`config.mk`:
```
export PLATFORM = sky130hd
export DESIGN_NAME = boolean_expression_tokenizer_unit
export DESIGN_NICKNAME = d
export VERILOG_FILES = /design/src/rtl/core/bet_pkg.sv /design/src/rtl/core/bet_scan.sv /design/src/rtl/core/bet_fifo.sv /design/src/rtl/core/boolean_expression_tokenizer_unit.sv
export SDC_FILE = /design/constraint.sdc
export NUM_CORES = 1
export LEC_CHECK = 0
export BUFFER_PORTS_ARGS = -buffer_cell sky130_fd_sc_hd__buf_2
export CORE_ASPECT_RATIO = 2
export CORE_UTILIZATION = 45
export CTS_CLUSTER_DIAMETER = 120
export DETAILED_ROUTE_END_ITERATION = 16
export GPL_TIMING_DRIVEN = 0
export SETUP_SLACK_MARGIN = 0.02
export SLEW_MARGIN = 15
export SYNTH_ARGS = -nofsm -noshare
export SYNTH_HDL_FRONTEND = slang
export SYNTH_HIERARCHICAL = 1
export SYNTH_SLANG_ARGS = --single-unit
```
`constraint.sdc`:
```
create_clock -name clock -period 11.5 [get_ports clock]
set_input_delay 0.575 -clock clock [delete_from_list [all_inputs] [get_ports clock]]
set_output_delay 0.575 -clock clock [all_outputs]
set_load 0.02 [all_outputs]
```
`src/rtl/core/bet_pkg.sv`:
```
`default_nettype none

package bet_pkg;

   // Token kinds
   localparam logic [3:0] KIND_CONST   = 4'd0;
   localparam logic [3:0] KIND_NOT     = 4'd1;
   localparam logic [3:0] KIND_AND     = 4'd2;
   localparam logic [3:0] KIND_OR      = 4'd3;
   localparam logic [3:0] KIND_LPAREN  = 4'd4;
   localparam logic [3:0] KIND_RPAREN  = 4'd5;
   localparam logic [3:0] KIND_IMPLIES = 4'd6;
   localparam logic [3:0] KIND_ASSIGN  = 4'd7;
   localparam logic [3:0] KIND_EQUIV   = 4'd8;
   localparam logic [3:0] KIND_IDENT   = 4'd9;
   localparam logic [3:0] KIND_END     = 4'd10;
   localparam logic [3:0] KIND_ERROR   = 4'd11;

   // Longest identifier; the name buffer holds at most eight bytes
   localparam int MAX_NAME_CHARS = 8;

   // Result queue depth (power of two, at least two)
   localparam int FIFO_DEPTH = 4;

   typedef struct packed {
      logic [3:0]  kind;
      logic        const_bit;
      logic [63:0] name_chars;
      logic [3:0]  name_length;
      logic        last;
   } token_type;

   // Tokens produced by one character
   typedef struct packed {
      logic [1:0] count;
      token_type  tok0;
      token_type  tok1;
   } step_type;

   function automatic token_type make_token(input logic [3:0] kind, input logic bitv,
                                            input logic [63:0] chars,
                                            input logic [3:0] len);
      token_type t;
      t.kind        = kind;
      t.const_bit   = bitv;
      t.name_chars  = chars;
      t.name_length = len;
      t.last        = 1'b0;
      return t;
   endfunction

endpackage

`default_nettype wire

```
`src/rtl/core/bet_scan.sv`:
```
`default_nettype none

module bet_scan
   import bet_pkg::*;
#(
   parameter int MAX_NAME_LEN = MAX_NAME_CHARS
)
(
   input  wire logic       clock,
   input  wire logic       reset,
   input  wire logic       go,
   input  wire logic [7:0] char_byte,
   output step_type        step
);

   localparam logic [2:0] MODE_IDLE = 3'd0;
   localparam logic [2:0] MODE_EQ   = 3'd1;
   localparam logic [2:0] MODE_LT   = 3'd2;
   localparam logic [2:0] MODE_LTEQ = 3'd3;
   localparam logic [2:0] MODE_NAME = 3'd4;
   localparam logic [2:0] MODE_SKIP = 3'd5;

   localparam logic [7:0] CH_NEWLINE = 8'h0A;
   localparam logic [7:0] CH_TAB     = 8'h09;
   localparam logic [7:0] CH_SPACE   = 8'h20;
   localparam logic [7:0] CH_ZERO    = 8'h30;
   localparam logic [7:0] CH_ONE     = 8'h31;
   localparam logic [7:0] CH_BANG    = 8'h21;
   localparam logic [7:0] CH_AMP     = 8'h26;
   localparam logic [7:0] CH_BAR     = 8'h7C;
   localparam logic [7:0] CH_LPAREN  = 8'h28;
   localparam logic [7:0] CH_RPAREN  = 8'h29;
   localparam logic [7:0] CH_EQUAL   = 8'h3D;
   localparam logic [7:0] CH_GREATER = 8'h3E;
   localparam logic [7:0] CH_LESS    = 8'h3C;
   localparam logic [7:0] CH_UP_A    = 8'h41;
   localparam logic [7:0] CH_UP_Z    = 8'h5A;
   localparam logic [7:0] CH_LO_A    = 8'h61;
   localparam logic [7:0] CH_LO_Z    = 8'h7A;

   localparam logic [3:0] NAME_MAX = 4'(MAX_NAME_LEN);

   typedef struct packed {
      logic       emit;
      logic [3:0] kind;
      logic       bitv;
      logic [2:0] mode;
      logic       start_name;
   } idle_res_type;

   logic [2:0]  mode_ff, mode_in;
   logic [63:0] name_buf_ff, name_buf_in;
   logic [3:0]  name_cnt_ff, name_cnt_in;
   logic        is_letter;
   idle_res_type idle_res;
   token_type   tok0, tok1;
   logic [1:0]  tok_n;

   // Handle one character from the idle mode
   function automatic idle_res_type idle_step(input logic [7:0] c, input logic letter);
      idle_res_type r;
      r.emit       = 1'b0;
      r.kind       = KIND_ERROR;
      r.bitv       = 1'b0;
      r.mode       = MODE_IDLE;
      r.start_name = 1'b0;
      case (c)
         CH_SPACE, CH_TAB: r.emit = 1'b0;
         CH_ZERO:   begin r.emit = 1'b1; r.kind = KIND_CONST; end
         CH_ONE:    begin r.emit = 1'b1; r.kind = KIND_CONST; r.bitv = 1'b1; end
         CH_BANG:   begin r.emit = 1'b1; r.kind = KIND_NOT; end
         CH_AMP:    begin r.emit = 1'b1; r.kind = KIND_AND; end
         CH_BAR:    begin r.emit = 1'b1; r.kind = KIND_OR; end
         CH_LPAREN: begin r.emit = 1'b1; r.kind = KIND_LPAREN; end
         CH_RPAREN: begin r.emit = 1'b1; r.kind = KIND_RPAREN; end
         CH_EQUAL:  r.mode = MODE_EQ;
         CH_LESS:   r.mode = MODE_LT;
         CH_NEWLINE: begin r.emit = 1'b1; r.kind = KIND_END; end
         default: begin
            if (letter) begin
               r.mode       = MODE_NAME;
               r.start_name = 1'b1;
            end else begin
               r.emit = 1'b1;
               r.kind = KIND_ERROR;
               r.mode = MODE_SKIP;
            end
         end
      endcase
      return r;
   endfunction

   assign is_letter = (char_byte inside {[CH_UP_A:CH_UP_Z], [CH_LO_A:CH_LO_Z]});
   assign idle_res  = idle_step(char_byte, is_letter);

   // Decode one character against the current mode
   always_comb begin
      mode_in     = mode_ff;
      name_buf_in = name_buf_ff;
      name_cnt_in = name_cnt_ff;
      tok0        = make_token(KIND_ERROR, 1'b0, '0, '0);
      tok1        = make_token(KIND_ERROR, 1'b0, '0, '0);
      tok_n       = 2'd0;
      case (mode_ff)
         MODE_EQ: begin
            if (char_byte == CH_GREATER) begin
               mode_in = MODE_IDLE;
               tok0    = make_token(KIND_IMPLIES, 1'b0, '0, '0);
               tok_n   = 2'd1;
            end else begin
               tok0    = make_token(KIND_ASSIGN, 1'b0, '0, '0);
               tok1    = make_token(idle_res.kind, idle_res.bitv, '0, '0);
               tok_n   = idle_res.emit ? 2'd2 : 2'd1;
               mode_in = idle_res.mode;
               if (idle_res.start_name) begin
                  name_buf_in = {56'd0, char_byte};
                  name_cnt_in = 4'd1;
               end
            end
         end
         MODE_LT, MODE_LTEQ: begin
            if (mode_ff == MODE_LT && char_byte == CH_EQUAL) begin
               mode_in = MODE_LTEQ;
            end else if (mode_ff == MODE_LTEQ && char_byte == CH_GREATER) begin
               mode_in = MODE_IDLE;
               tok0    = make_token(KIND_EQUIV, 1'b0, '0, '0);
               tok_n   = 2'd1;
            end else begin
               // broken "<=>": error, then end of line if that is what broke it
               tok0 = make_token(KIND_ERROR, 1'b0, '0, '0);
               if (char_byte == CH_NEWLINE) begin
                  tok1    = make_token(KIND_END, 1'b0, '0, '0);
                  tok_n   = 2'd2;
                  mode_in = MODE_IDLE;
               end else begin
                  tok_n   = 2'd1;
                  mode_in = MODE_SKIP;
               end
            end
         end
         MODE_NAME: begin
            if (is_letter) begin
               if (name_cnt_ff < NAME_MAX) begin
                  name_buf_in[{name_cnt_ff[2:0], 3'b000} +: 8] = char_byte;
                  name_cnt_in = name_cnt_ff + 4'd1;
               end else begin
                  name_buf_in = '0;
                  name_cnt_in = '0;
                  mode_in     = MODE_SKIP;
                  tok0        = make_token(KIND_ERROR, 1'b0, '0, '0);
                  tok_n       = 2'd1;
               end
            end else begin
               // close the name, then treat the character as in idle
               tok0        = make_token(KIND_IDENT, 1'b0, name_buf_ff, name_cnt_ff);
               tok1        = make_token(idle_res.kind, idle_res.bitv, '0, '0);
               tok_n       = idle_res.emit ? 2'd2 : 2'd1;
               mode_in     = idle_res.mode;
               name_buf_in = '0;
               name_cnt_in = '0;
            end
         end
         MODE_SKIP: begin
            if (char_byte == CH_NEWLINE) begin
               tok0    = make_token(KIND_END, 1'b0, '0, '0);
               tok_n   = 2'd1;
               mode_in = MODE_IDLE;
            end
         end
         default: begin
            tok0    = make_token(idle_res.kind, idle_res.bitv, '0, '0);
            tok_n   = idle_res.emit ? 2'd1 : 2'd0;
            mode_in = idle_res.mode;
            if (idle_res.start_name) begin
               name_buf_in = {56'd0, char_byte};
               name_cnt_in = 4'd1;
            end else begin
               name_buf_in = '0;
               name_cnt_in = '0;
            end
         end
      endcase
   end

   // Mark the final token of this beat
   always_comb begin
      step.count     = tok_n;
      step.tok0      = tok0;
      step.tok1      = tok1;
      step.tok0.last = (tok_n == 2'd1);
      step.tok1.last = 1'b1;
   end

   // Advance state on each processed character
   always_ff @(posedge clock) begin
      if (reset) begin
         mode_ff     <= MODE_IDLE;
         name_buf_ff <= '0;
         name_cnt_ff <= '0;
      end else if (go) begin
         mode_ff     <= mode_in;
         name_buf_ff <= name_buf_in;
         name_cnt_ff <= name_cnt_in;
      end
   end

   a_name_idle_clear: assert property (@(posedge clock) disable iff (reset)
      (mode_ff != MODE_NAME) |-> (name_cnt_ff == 4'd0 && name_buf_ff == 64'd0))
      else $error("name buffer not clear outside a name");

   a_name_len: assert property (@(posedge clock) disable iff (reset)
      (mode_ff == MODE_NAME) |-> (name_cnt_ff != 4'd0 && name_cnt_ff <= NAME_MAX))
      else $error("name count out of range");

   a_mode_legal: assert property (@(posedge clock) disable iff (reset)
      mode_ff <= MODE_SKIP)
      else $error("unused scan mode reached");

endmodule

`default_nettype wire

```
`src/rtl/core/bet_fifo.sv`:
```
`default_nettype none

module bet_fifo
   import bet_pkg::*;
(
   input  wire logic     clock,
   input  wire logic     reset,
   input  wire logic     push,
   input  wire step_type step,
   output logic          room,
   output logic          out_valid,
   input  wire logic     out_ready,
   output token_type     out_tok
);

   localparam int PTR_W = $clog2(FIFO_DEPTH);
   localparam int CNT_W = $clog2(FIFO_DEPTH + 1);

   token_type             mem_ff [FIFO_DEPTH];
   logic [PTR_W-1:0]      wr_ptr_ff, wr_ptr_in;
   logic [PTR_W-1:0]      rd_ptr_ff, rd_ptr_in;
   logic [CNT_W-1:0]      cnt_ff, cnt_in;
   logic [CNT_W-1:0]      push_n;
   logic                  pop;
   logic [PTR_W-1:0]      wr_next;

   assign push_n    = push ? CNT_W'(step.count) : '0;
   assign pop       = out_valid && out_ready;
   assign out_valid = (cnt_ff != '0);
   assign out_tok   = mem_ff[rd_ptr_ff];
   assign room      = (cnt_ff <= CNT_W'(FIFO_DEPTH - 2));
   assign wr_next   = wr_ptr_ff + PTR_W'(1);

   // Advance pointers and occupancy
   always_comb begin
      wr_ptr_in = wr_ptr_ff + PTR_W'(push_n);
      rd_ptr_in = pop ? rd_ptr_ff + PTR_W'(1) : rd_ptr_ff;
      cnt_in    = cnt_ff + push_n - (pop ? CNT_W'(1) : '0);
   end

   always_ff @(posedge clock) begin
      if (reset) begin
         wr_ptr_ff <= '0;
         rd_ptr_ff <= '0;
         cnt_ff    <= '0;
      end else begin
         wr_ptr_ff <= wr_ptr_in;
         rd_ptr_ff <= rd_ptr_in;
         cnt_ff    <= cnt_in;
      end
   end

   // Store up to two tokens per beat
   always_ff @(posedge clock) begin
      if (push && step.count != 2'd0) begin
         mem_ff[wr_ptr_ff] <= step.tok0;
      end
      if (push && step.count == 2'd2) begin
         mem_ff[wr_next] <= step.tok1;
      end
   end

   a_no_overflow: assert property (@(posedge clock) disable iff (reset)
      push |-> (CNT_W'(cnt_ff) + push_n <= CNT_W'(FIFO_DEPTH)))
      else $error("result queue overflow");

   a_count_track: assert property (@(posedge clock) disable iff (reset)
      !push && !pop && out_valid |=> out_valid)
      else $error("queue lost an entry");

   a_push_room: assert property (@(posedge clock) disable iff (reset)
      push |-> room)
      else $error("push without room");

endmodule

`default_nettype wire

```
`src/rtl/core/boolean_expression_tokenizer_unit.sv`:
```
`default_nettype none

// Channel   Direction  Handshake             Payload
// req_      in         req_valid/req_ready   req_char_byte[7:0]
// rsp_      out        rsp_valid/rsp_ready   rsp_token_kind[3:0], rsp_const_bit,
//                                            rsp_name_chars[63:0], rsp_name_length[3:0],
//                                            rsp_last
//
// One character per cycle while the queue has room: a beat lands in the input
// register, is decoded against the scan state combinationally, and its zero to two
// tokens enter a four-entry queue. A token passes through the input register, then
// the queue, before rsp_ offers it.
// A character that makes two tokens offers them in turn on the single output port.
// The input register holds while the queue has fewer than two free entries.
// Reset (synchronous) returns the scanner to idle and empties the queue.

module boolean_expression_tokenizer_unit
   import bet_pkg::*;
#(
   parameter int MAX_NAME_LEN = MAX_NAME_CHARS
)
(
   input  wire logic        clock,
   input  wire logic        reset,
   input  wire logic        req_valid,
   output logic             req_ready,
   input  wire logic [7:0]  req_char_byte,
   output logic             rsp_valid,
   input  wire logic        rsp_ready,
   output logic [3:0]       rsp_token_kind,
   output logic             rsp_const_bit,
   output logic [63:0]      rsp_name_chars,
   output logic [3:0]       rsp_name_length,
   output logic             rsp_last
);

   logic       in_vld_ff, in_vld_in;
   logic [7:0] in_char_ff;
   logic       go;
   logic       room;
   logic       req_fire;
   step_type   step;
   token_type  head;

   assign go        = in_vld_ff && room;
   assign req_ready = !in_vld_ff || go;
   assign req_fire  = req_valid && req_ready;
   assign in_vld_in = req_fire ? 1'b1 : (go ? 1'b0 : in_vld_ff);

   // Hold the input beat until the scanner takes it
   always_ff @(posedge clock) begin
      if (reset) begin
         in_vld_ff <= 1'b0;
      end else begin
         in_vld_ff <= in_vld_in;
      end
   end

   always_ff @(posedge clock) begin
      if (req_fire) begin
         in_char_ff <= req_char_byte;
      end
   end

   bet_scan #(
      .MAX_NAME_LEN (MAX_NAME_LEN)
   ) u_scan (
      .clock     (clock),
      .reset     (reset),
      .go        (go),
      .char_byte (in_char_ff),
      .step      (step)
   );

   bet_fifo u_fifo (
      .clock     (clock),
      .reset     (reset),
      .push      (go),
      .step      (step),
      .room      (room),
      .out_valid (rsp_valid),
      .out_ready (rsp_ready),
      .out_tok   (head)
   );

   assign rsp_token_kind  = head.kind;
   assign rsp_const_bit   = head.const_bit;
   assign rsp_name_chars  = head.name_chars;
   assign rsp_name_length = head.name_length;
   assign rsp_last        = head.last;

endmodule

`default_nettype wire
```
==> results of run 1 <==
[cells by family after synthesis]
family | after synthesis | synth area share (%)
simple gates | 268 | 7.65
mux | 414 | 28.9
fa+ha+maj | 10 | 0.676
compound gates | 67 | 2.36
xor+xnor | 6 | 0.268
flops | 385 | 54.8
other cells | 2 | 0.0383
buf+inv | 169 | 5.32
[power by group through the flow]
stage	sequential, mW	combinational [mW]	clock, mW
global placement	1.65	0.939	0
CTS	1.61	0.956	1.16
finish	1.61	0.939	1.13
floorplan	1.63	0.656	0
detailed placement	1.64	0.954	0
global route	1.61	1.01	1.20
[per-layer routing]
metal  GRT usage [%]  wire [µm]  up-vias
li1                -          -     5263
met3            2.70       1760      101
met1            24.1      17600     5647
met2            42.5      26900      264
met4            9.60       2000        0
met5               0          0        -
[worst max-delay path by stage]
stage,depth (start not counted),slack [ps],from,to
6_report,12,6490,u_scan/mode_ff[2],u_fifo/mem_ff[2][69]
4_1_cts,12,6590,u_scan/mode_ff[2],u_fifo/mem_ff[2][69]
3_3_place_gp,11,1170,u_scan/mode_ff[2],u_fifo/mem_ff[1][47]
3_5_place_dp,12,6610,u_scan/mode_ff[2],u_fifo/mem_ff[2][69]
2_1_floorplan,11,5520,in_char_ff[4],u_fifo/mem_ff[1][0]
5_1_grt,12,6340,u_scan/mode_ff[2],u_fifo/mem_ff[2][69]
[state kept, by name, indices dropped and copies added, names as in the netlist, named ones only]
signal / cells
in_char_ff: 8
in_vld_ff: 1
u_fifo/cnt_ff: 3
u_fifo/mem_ff: 296
u_fifo/rd_ptr_ff: 2
u_fifo/wr_ptr_ff: 2
u_scan/mode_ff: 3
u_scan/name_buf_ff: 64
u_scan/name_cnt_ff: 4
[area by class of cell]
cell class	count	area, µm²	share of cell area (%)
inverter	18	67.6	0.303
clock buffer	47	1000	4.51
clock inverter	18	96.3	0.432
buffer	151	976	4.38
timing repair buffer	94	598	2.68
tap	545	682	3.06
multi-input combinational	834	8100	36.4
sequential	385	10800	48.3
[cells in the final DEF, fill, tap and decap left out, types with 4 or more instances in the layout]
master     count
nor3_1        21
mux2_4        60
conb_1        69
and3_1         5
mux4_2        74
buf_1          4
a21oi_1       23
nor3b_1        7
nor2b_1        6
clkinv_1       8
clkinv_2       7
mux2_2       237
xnor2_1        4
a22o_1         6
buf_4         71
nand3_1       11
o21ai_0        9
and2_1        68
buf_12         4
clkbuf_16     38
inv_1         18
edfxtp_1     304
mux2i_1       43
buf_2        127
buf_6         12
nand2_1       32
clkbuf_1      29
nand4_1        5
nor2_1        71
nor4b_1        7
dfxtp_1       81
ha_1           9
[critical path, cell delays in order (launching register included)]
cell and delay (ps):
dfxtp_1 550, inv_1 160, ha_1 200, clkbuf_1 220
nor3_1 430, clkbuf_1 440, clkbuf_1 680, a21oi_1 140
clkbuf_1 250, nor4b_1 420, buf_2 440, buf_2 390
mux2_2 380
==> summary.txt, run 1 <==
Global route
  • Total grt overflow: 0
  • GRT Resource Usage Total: 22.4%
  • Initial antenna violation count: 0
  • Largest net degree at the start of global routing: 42
  • First-pass GRT wire length: 72.7 mm
  • Vias in the first global route: 12109

Outcome
  • Status: completed

Place
  • Input/output buffers: 87
  • Area of placed instances: 21200 µm²
  • GPL Wtd Cong: 0.877
  • Dpl ws: 6610 ps
  • DP HPWL: 32.1 mm
  • Cells after DPL: 2027

Synth
  • Largest area contributor in the netlist: edfxtp_1
  • Post-synthesis sequential area ratio: 54.8%
  • Area share of the largest cell type after synthesis: 46.5%
  • Synth cell count leaders: 304 x edfxtp_1, 237 x mux2_2, 81 x dfxtp_1
  • Dominant cells by area after synthesis: edfxtp_1 47%, mux2_2 14%, mux4_2 8.5%
  • Post-Syn Instances: 1321
  • Syn. warnings: 6
  • Number of library cell types mapped by synthesis: 68
  • Top_reg_cell synth: edfxtp_1
  • Post-synth EDFFs: 304
  • Asr flop ratio synth: 0%
  • Avg Cell Area, Syn: 14.9 µm²
  • Synthesized flop and latch total: 385
  • Top-count cell post-synth: edfxtp_1
  • Cell Area, Synth: 19600 µm²

Worst setup path
  • RR Startpoint: u_scan/mode_ff[2]
  • CP max FO: 10
  • CP Data Required Time: 11770 ps
  • Worst r2r path cells: 12
  • Worst Setup Start Kind: flop
  • Worst EP arrival: 5290 ps
  • R2R Path End: u_fifo/mem_ff[2][69]
  • Flop2flop setup slack: 6490 ps
  • Crit end category: flop
  • Crit Path Class: reg2reg

Layout
  • Layout area overhead: 13.6%
  • Post-route cell area: 22300 µm²
  • Ant diodes: 0
  • Fill count: 3714
  • Final Core Density: 52.0%
  • Share of post-route cells with drive strength above 1: 43.2%
  • Fin cells: 2092
  • Nets@finish: 1542

Clock tree
  • Post-CTS Setup Bufs: 0
  • H-tree Lvls: 2
  • Clock transition at path regs: 60 ps
  • Longest Clk Path Bufs: 3
  • Post-CTS resize count: 0
  • Root buf cell: clkbuf_16
  • Clock Latency Late Sink: 540 ps
  • Cts bufs inserted: 36
  • Hold_buf cts: 0
  • CTS tree: yes
  • Sinks on the clock net: 385

Floorplanning
  • Die W: 150 µm
  • Total core area: 42800 µm²
  • Boundary Pins: 88
  • Area of the die: 44500 µm²
  • Initial Utilization: 45.8%
  • Number of cell rows: 107
  • Vert. Die Dim: 297 µm

Min path
  • Hold Path Depth: 1
  • Hold EP: in_char_ff[7]
  • Worst Hold Class: in2reg
  • Min-Delay Startpoint: req_char_byte[7]

Drt
  • Vias: 11275
  • DR DRC count: 0
  • Total iterations of the first detailed-routing run: 5
  • Routed wire length: 48.3 mm
  • DR iter-0 viols: 597
  • Post-DR wirelength/cell: 23.1 µm
  • Final ANT Viol Nets: 0
  • Via density: 5.39

STA
  • Hold Violations, Final: 0
  • Worst path setup slack after routing: 6490 ps
  • Period Utilization, post-route: 43.6%
  • Hold WS: 225 ps
  • Relative slew slack: 26.3%
  • Worst-case clock skew: 19.5 ps
  • Min Tclk post-route: 5010 ps
  • Worst Tran Pin Value: 1100 ps
  • RSZ-0062 raised after global routing: no
  • Setup TNS: 0 ps
  • Setup violations, final: 0
  • Fmax: 199 MHz
  • Max Slew Vio Count: 0

Power and ir drop
  • Sw Pwr: 1.10 mW
  • Pwr per Cell Area: 165 nW/µm²
  • Sequential Power Share: 43.7%
  • IR drop worst, VDD: 112 µV
  • Pint: 2.58 mW
  • Leak pwr: 8.84 nW
  • Comb power frac: 25.5%
  • Sw Share: 30.0%
  • Final Power: 3.68 mW
  • Clock share of power: 30.8%

Flow run
  • Max-cap check violation count: 0
Note: power is estimated with default switching activity, not from simulation.
==> inputs of run 2 (changes only) <==
- clock period: 11.5 -> 4.07 ns (I/O delays scaled with it)
==> run 2 against run 1 <==
Compared with the run above:
- clock-buffer cell count did not move
- clock skew rose by 7.4 ps
- worst setup slack got worse by 6300 ps
- global-route usage rose by 0.50 points
- total power rose to 2.9 times the previous value
==> summary.txt, run 2 (synthesis gave the netlist of run 1 again) <==
Worst setup path
  • Crit Path Class: reg2reg (unchanged)
  • CP Data Required Time: 4350 ps (was 11770 ps)
  • Worst EP arrival: 4180 ps (was 5290 ps)
  • Crit end category: flop (unchanged)
  • CP max FO: 10 (unchanged)
  • Worst Setup Start Kind: flop (unchanged)

Drt
  • DR iter-0 viols: 488 (was 597)
  • Via density: 5.42 (was 5.39)
  • Vias: 11496 (was 11275)
  • Total iterations of the first detailed-routing run: 5 (unchanged)
  • DR DRC count: 0 (unchanged)
  • Post-DR wirelength/cell: 23.2 µm (was 23.1 µm)
  • Routed wire length: 49.3 mm (was 48.3 mm)
  • Final ANT Viol Nets: 0 (unchanged)

Global route
  • Total grt overflow: 0 (unchanged)
  • Met2 Use GR: 43.9% (was 42.5%)
  • Grt peak-use layer: met2 (unchanged)
  • Met3 GRT Util: 2.07% (was 2.70%)
  • GRT Resource Usage Total: 22.8% (was 22.4%)
  • Largest net degree at the start of global routing: 41 (was 42)
  • GR met1 Demand/Resource: 25.1% (was 24.1%)
  • Initial antenna violation count: 0 (unchanged)
  • First-pass GRT wire length: 74.5 mm (was 72.7 mm)
  • Vias in the first global route: 12281 (was 12109)

Flow run
  • Max-cap check violation count: 0 (unchanged)

Floorplanning
  • Boundary Pins: 88 (unchanged)
  • Vert. Die Dim: 297 µm (unchanged)
  • Total core area: 42800 µm² (unchanged)
  • Number of cell rows: 107 (unchanged)
  • Die W: 150 µm (unchanged)
  • Initial Utilization: 45.8% (unchanged)
  • Area of the die: 44500 µm² (unchanged)

Place
  • Input/output buffers: 87 (unchanged)
  • Cells after DPL: 2029 (was 2027)
  • GPL Wtd Cong: 0.870 (was 0.877)
  • DP HPWL: 32.5 mm (was 32.1 mm)

Power and ir drop
  • Leak pwr: 9.01 nW (was 8.84 nW)
  • IR drop worst, VDD: 384 µV (was 112 µV)
  • Pwr per Cell Area: 464 nW/µm² (was 165 nW/µm²)

STA
  • Setup violations, final: 0 (unchanged)
  • Relative slew slack: 25.8% (was 26.3%)
  • Max Slew Vio Count: 0 (unchanged)
  • Fmax: 257 MHz (was 199 MHz)
  • Worst Tran Pin Value: 1110 ps (was 1100 ps)
  • Min Tclk post-route: 3890 ps (was 5010 ps)
  • RSZ-0062 raised after global routing: no (unchanged)
  • Hold WS: 127 ps (was 225 ps)
  • Worst-case clock skew: 26.9 ps (was 19.5 ps)
  • Period Utilization, post-route: 95.7% (was 43.6%)
  • Hold Violations, Final: 0 (unchanged)

Min path
  • Worst Hold Class: in2reg (unchanged)

Layout
  • Final Core Density: 53.0% (was 52.0%)
  • Max FFs per register: 296 (unchanged)
  • Nets@finish: 1573 (was 1542)
  • Area of the multi-input gates: 8180 µm² (was 8100 µm²)
  • Most common cell after layout, fill and taps aside: edfxtp_1 (unchanged)
  • Top reg by flops: u_fifo/mem_ff (unchanged)
  • Ant diodes: 0 (unchanged)
  • Register area: 10800 µm² (about the same)
  • Fin cells: 2121 (was 2092)
  • Share of post-route cells with drive strength above 1: 44.4% (was 43.2%)
  • Layout area overhead: 15.6% (was 13.6%)
  • Largest regs: u_fifo/mem_ff x296, u_scan/name_buf_ff x64, in_char_ff x8 (unchanged)
  • Commonest non-fill, non-tap cells in the layout: 304 x edfxtp_1, 237 x mux2_2, 106 x buf_2 (was 304 x edfxtp_1, 237 x mux2_2, 127 x buf_2)
  • Fill count: 3686 (was 3714)

Clock tree
  • Root buf cell: clkbuf_16 (unchanged)
  • Clock Latency Late Sink: 550 ps (was 540 ps)
  • CTS tree: yes (unchanged)
  • Longest Clk Path Bufs: 3 (unchanged)
  • Cts bufs inserted: 37 (was 36)
  • H-tree Lvls: 2 (unchanged)
  • Sinks on the clock net: 385 (unchanged)
  • Clock transition at path regs: 60 ps (about the same)

Outcome
  • Status: completed (unchanged)
==> run 2: worst paths after layout <==
path	startpoint	to	slack (ps)	cells after the start
min reg2reg	u_scan/name_buf_ff[56]	u_scan/name_buf_ff[56]	450	2
max	in_char_ff[4]	u_fifo/mem_ff[1][40]	180	12
max reg2reg	in_char_ff[4]	u_fifo/mem_ff[1][40]	180	12
min	rsp_ready	flop	130	4
==> run 2: layout make-up <==
cell class	count	share of cell area, %
plain buffers	150	4.57
clock buffers	47	4.43
clock inverters	17	0.419
inverters	18	0.298
multi-input cells	836	36.1
flip-flops and latches	385	47.4
well taps	545	3.01
repair buffers	123	3.83
==> run 2: worst max-delay path, cell delays in order (launching register included) <==
cell,delay [ps]
edfxtp_1,460
or4_4,610
o221ai_4,240
buf_6,180
and3_4,200
o221ai_1,120
nor2_1,260
a21oi_1,70
clkbuf_4,200
nor4_1,360
buf_4,310
buf_4,260
mux2_2,370
==> run 2: power by group <==
part	leakage, nW	total [mW]	switching (mW)	internal, mW
clock network	0.547	3.23	1.48	1.76
registers	3.56	4.54	0.0818	4.46
logic	4.91	2.74	1.62	1.12
total	9.01	10.5	3.18	7.34
==> run 2: routing by layer <==
layer	wire length, µm	part of all wire [%]
met4	1840	3.7
met1	18100	37
met2	27800	56
met5	0	0
met3	1500	3.0
==> run 2: timing repair <==
| action | in CTS | in global routing |
|---|---|---|
| resized for setup | 24 | 14 |
| pin swaps | 3 | 0 |
| cloned | 2 | 0 |
| hold buffers | 11 | 0 |
| hold endpoints to repair | 16 | 0 |
| setup buffers | 7 | 9 |
| setup endpoints to repair | 593 | 319 |
==> run 2: stage by stage <==
stage | setup WS, ps | power, mW | cell area, µm² | TNS (ps)
2_1_floorplan | 161 | 6.46 | 19900 | 0
6_report | 177 | 10.5 | 22700 | 0
4_1_cts | 48.1 | 10.6 | 22600 | 0
5_1_grt | 41.6 | 10.9 | 22700 | 0
3_5_place_dp | -755 | 7.34 | 21200 | -269650
3_3_place_gp | -1950 | 7.29 | 21000 | -649940
